===== config.mk =====
export PLATFORM = sky130hd
export DESIGN_NAME = tcw_cursor
export DESIGN_NICKNAME = d
export VERILOG_FILES = /design/src/rtl/tcw_pkg.sv /design/src/rtl/tcw_cursor.sv
export SDC_FILE = /design/constraint.sdc
export NUM_CORES = 1
export LEC_CHECK = 0
export BUFFER_PORTS_ARGS = -buffer_cell sky130_fd_sc_hd__buf_2
export CAP_MARGIN = 5
export CORE_AREA = 2 2 82 103
export DETAILED_ROUTE_END_ITERATION = 7
export DIE_AREA = 0 0 84 105
export PLACE_DENSITY = 0.57
export SYNTH_ARGS = -nofsm -noshare
export SYNTH_HDL_FRONTEND = slang
export SYNTH_SLANG_ARGS = --single-unit

===== constraint.sdc =====
create_clock -name vclk -period 3.9
set_clock_uncertainty 0.15 [all_clocks]
set_input_delay 0.39 -clock vclk [all_inputs]
set_output_delay 0.39 -clock vclk [all_outputs]
set_load 0.05 [all_outputs]

===== src/rtl/tcw_pkg.sv =====
package tcw_pkg;

  // screen geometry
  localparam int COLUMNS  = 80;
  localparam int ROWS     = 25;
  localparam int TAB_STOP = 4;   // power of two
  localparam int CELLS    = COLUMNS * ROWS;

  localparam int ADDR_W = $clog2(CELLS);
  localparam int CUR_W  = $clog2(CELLS + 1);
  localparam int COL_W  = $clog2(COLUMNS + TAB_STOP);
  localparam int CELL_W = 16;
  localparam int POS_W  = 11;

  // op codes
  localparam logic [1:0] OP_PUT   = 2'd0;
  localparam logic [1:0] OP_CLEAR = 2'd1;
  localparam logic [1:0] OP_READ  = 2'd2;
  localparam logic [1:0] OP_NOP   = 2'd3;

  // character codes
  localparam logic [7:0] CH_BS    = 8'd8;
  localparam logic [7:0] CH_TAB   = 8'd9;
  localparam logic [7:0] CH_LF    = 8'd10;
  localparam logic [7:0] CH_CR    = 8'd13;
  localparam logic [7:0] CH_SPACE = 8'd32;
  localparam logic [7:0] CH_TILDE = 8'd126;

  // config register indexes
  localparam logic CFG_FG = 1'b0;
  localparam logic CFG_BG = 1'b1;

  typedef struct packed {
    logic [1:0]  op;
    logic [7:0]  char_code;
    logic [10:0] read_addr;
  } in_item_t;

  typedef struct packed {
    logic [10:0] cursor_pos;
    logic [15:0] cell_data;
    logic        scrolled;
  } out_item_t;

  typedef struct packed {
    logic [CUR_W-1:0] pos;
    logic [COL_W-1:0] col;
    logic             write_en;
    logic             scroll;
  } cur_upd_t;

endpackage


===== src/rtl/tcw_cursor.sv =====
module tcw_cursor (
  input  logic [tcw_pkg::CUR_W-1:0] cursor,
  input  logic [tcw_pkg::COL_W-1:0] col,
  input  logic [7:0]                char_code,
  output tcw_pkg::cur_upd_t         upd
);
  import tcw_pkg::*;

  logic [CUR_W-1:0] row_start;
  logic [CUR_W-1:0] tab_step;
  logic [CUR_W-1:0] tab_col;

  assign row_start = cursor - CUR_W'(col);
  assign tab_step  = CUR_W'(TAB_STOP) - (cursor % CUR_W'(TAB_STOP));

  always_comb begin
    tab_col = CUR_W'(col) + tab_step;
    if (tab_col >= CUR_W'(COLUMNS)) begin
      tab_col = tab_col - CUR_W'(COLUMNS);
    end
  end

  always_comb begin
    upd.pos      = cursor;
    upd.col      = col;
    upd.write_en = 1'b0;
    case (char_code)
      CH_LF: begin
        upd.pos = row_start + CUR_W'(COLUMNS);
        upd.col = '0;
      end
      CH_CR: begin
        upd.pos = row_start;
        upd.col = '0;
      end
      CH_BS: begin
        if (cursor != '0) begin
          upd.pos = cursor - CUR_W'(1);
          upd.col = (col == '0) ? COL_W'(COLUMNS - 1) : col - COL_W'(1);
        end
      end
      CH_TAB: begin
        upd.pos = cursor + tab_step;
        upd.col = COL_W'(tab_col);
      end
      default: begin
        if (char_code inside {[CH_SPACE:CH_TILDE]}) begin
          upd.pos      = cursor + CUR_W'(1);
          upd.col      = (col == COL_W'(COLUMNS - 1)) ? '0 : col + COL_W'(1);
          upd.write_en = 1'b1;
        end
      end
    endcase
    // wrapped past the last cell
    upd.scroll = (upd.pos >= CUR_W'(CELLS));
  end

endmodule


==> flow_summary.toml <==
[floorplan]
start_util = 0.294
rows = 36
die_w_um = 84
ioPinCount = 46
dieArea_mm2 = 0.00882
coreArea_mm2 = 0.00779
fp.dieH_um = 105

[sta]
slew_violations = 0
setup_violations = 0
fin_crit_sh = 0.959
max-slew-margin-rel = 0.589
hold_viol_final = 0
fmax_ghz = 0.267
max_slew.worst_pin.slew_ns = 0.612
period_minus_slack_ns = 3.74

[flow_run]
cap_violations = 0

[synth]
synth_top_area_frac = 0.109
netlist_instances = 344
netlist_top_cells_area = "ha_1, xnor2_1, o21ai_0, nor2_1, nand2_1"
ys.warnings.count = 0
synth-xor-area-share = 0.115
synthSimpleGateAreaFrac = 0.345
synth_common_cells = "nor2_1, o21ai_0, nand2_1"
synth_seq_area_share = 0
synth-adder-area-share = 0.127
syn_area_per_cell_um2 = 6.66
synth_nets = 392
syn_area_mm2 = 0.00229
synth-compound-area-share = 0.351
synth_area_leader_cell = "ha_1"
synth_mux_area_frac = 0.0175
yosysUniqueCellTypes = 61
synth_top_family_by_area = "compound AO/OA/AOI/OAI gates"

[finish]
final_cells = 517
postLayoutCellArea_mm2 = 0.00304
final-seq-area_um2 = 0
area_delta_synth_final_pct = 32.5
seq_cells = 0
antenna_cells = 0
fill_cells = 853
clock_buffers = 0
drive_gt1_frac = 0.296
final_nets = 472

[place]
place_congestion = 0.921
dpl-instance-area_mm2 = 0.00291
dp.final_hpwl_um = 7030
port_buffers = 46
dp.cells = 513

[hold_path]
whs_path_depth = 5
worstHoldStart = "char_code[7]"
holdCritPathClass = "in -> out"
whs_endpoint = "upd[18]"

[run_status]
status = "finished, final reports clean"

[routing]
dr.pass1.iters = 5
drt-total-wl_um = 8540
antenna_left = 0
drc = 0
drt_iter0_markers = 170
vias = 3026
routedWlPerCell_um = 16.5
vias_per_cell = 5.85

[critical_path]
setup.worst_path.end_class = "output port"
crit_fanout = 3
cp.required_ns = 3.36
critPathKind = "in -> out"
cp_data_arrival_time_ns = 3.20
cp-start-kind = "input pin"

[power]
p_per_area_mw_per_mm2 = 135
p_leak_nw = 1.24
irDropWorstVdd_v = 0.0000908

[global_route]
grt_max_degree = 17
grt_usage = 0.183
overflow = 0
grt_first_pass_wirelength_um = 13700
antenna_found_initial = 0
grt_pass1_vias = 2852

[clocking]
cts_hold_buffers = 0
-- metrics by stage --
step                      utilization  setup WS (ns)  total power, W   TNS, ns  hold WS (ns)
final                           0.390          0.159        0.000409         0          1.19
after global routing            0.390        -0.0217        0.000444   -0.0356          1.24
after CTS                       0.374        0.00178        0.000384         0          1.20
after detailed placement        0.373         -0.102        0.000381    -0.181          1.20
after global placement          0.373       -0.00150        0.000379  -0.00150          1.20
after floorplan                     -         -0.327        0.000256    -0.580         0.947
-- how the worst max path moves through the flow --
stage / slack [ns] / startpoint / cells past startpoint / to
finish: 0.16 / cursor[1] / 19 / upd[6]
global route: -0.02 / cursor[1] / 18 / upd[8]
CTS: 0.002 / cursor[1] / 19 / upd[6]
detailed placement: -0.10 / cursor[1] / 19 / upd[6]
global placement: -0.001 / cursor[0] / 19 / upd[6]
floorplan: -0.33 / col[3] / 12 / upd[0]
-- layer usage --
layer / track usage / wire length [um] / vias to the layer above
met2: 0.346 / 4260 / 120
met4: 0.0369 / 189 / 0
met5: 0 / 0 / -
met3: 0.00632 / 408 / 12
li1: - / - / 1492
met1: 0.229 / 3680 / 1402
-- placed cells by master, fill, tap and decap left out, types with 4 or more instances in the layout --
cell / synthesis / layout
o31ai_1: 5 / 5
a21oi_1: 19 / 17
o211ai_1: 4 / 4
nand3_1: 11 / 10
a21o_1: 6 / 6
o221ai_1: 4 / 4
o21ai_1: 0 / 5
or3_1: 8 / 8
nor3_1: 11 / 11
o21a_1: 5 / 5
nand2b_1: 6 / 6
a31oi_1: 4 / 4
inv_1: 13 / 12
nor2_1: 30 / 29
nand2_1: 29 / 29
buf_4: 0 / 47
and3_1: 7 / 7
buf_2: 3 / 43
nor4_1: 8 / 7
a211oi_1: 6 / 4
o21ai_0: 30 / 24
ha_1: 20 / 16
nand4_1: 11 / 11
xnor2_1: 22 / 22
xor2_1: 8 / 8
mux2i_1: 4 / 4
-- cell type report --
type,count,area (um^2),area share
inverters,13,48.8,0.0161
multi-input cells,317,2280,0.750
well taps,95,119,0.0392
repair buffers,92,591,0.195
-- what timing repair did --
item	CTS	global route
resized for setup	4	28
pin swaps	0	12
buffers inserted	0	4
endpoints found under the setup margin	2	4
-- worst max-delay path, stage by stage --
cell     delay (ns)
buf_2          0.09
inv_1          0.07
ha_4           0.28
inv_1          0.05
fa_2           0.36
nor2b_4        0.14
o21ai_2        0.08
xnor2_1        0.20
inv_1          0.08
ha_2           0.18
nand3_2        0.10
nor2_4         0.05
nor4_2         0.25
o21ai_1        0.09
a31oi_1        0.23
buf_4          0.15
xnor2_1        0.06
o22ai_1        0.13
buf_4          0.23
-- logic make-up (layout without fill, tap and decap cells) --
group | Yosys count | count (layout)
AND/OR/NAND/NOR | 145 | 145
AO/OA/AOI/OAI | 116 | 116
XOR/XNOR | 30 | 30
buffers and inverters | 27 | 105
adder cells (fa/ha/maj) | 22 | 22
multiplexers | 4 | 4
-- where the power goes --
group | switching, W | internal, W | total, W
registers | 0 | 0 | 0
clock network | 0 | 0 | 0
logic | 0.000250 | 0.000160 | 0.000409
total | 0.000250 | 0.000160 | 0.000409
Note: power is estimated with default switching activity, not from simulation.
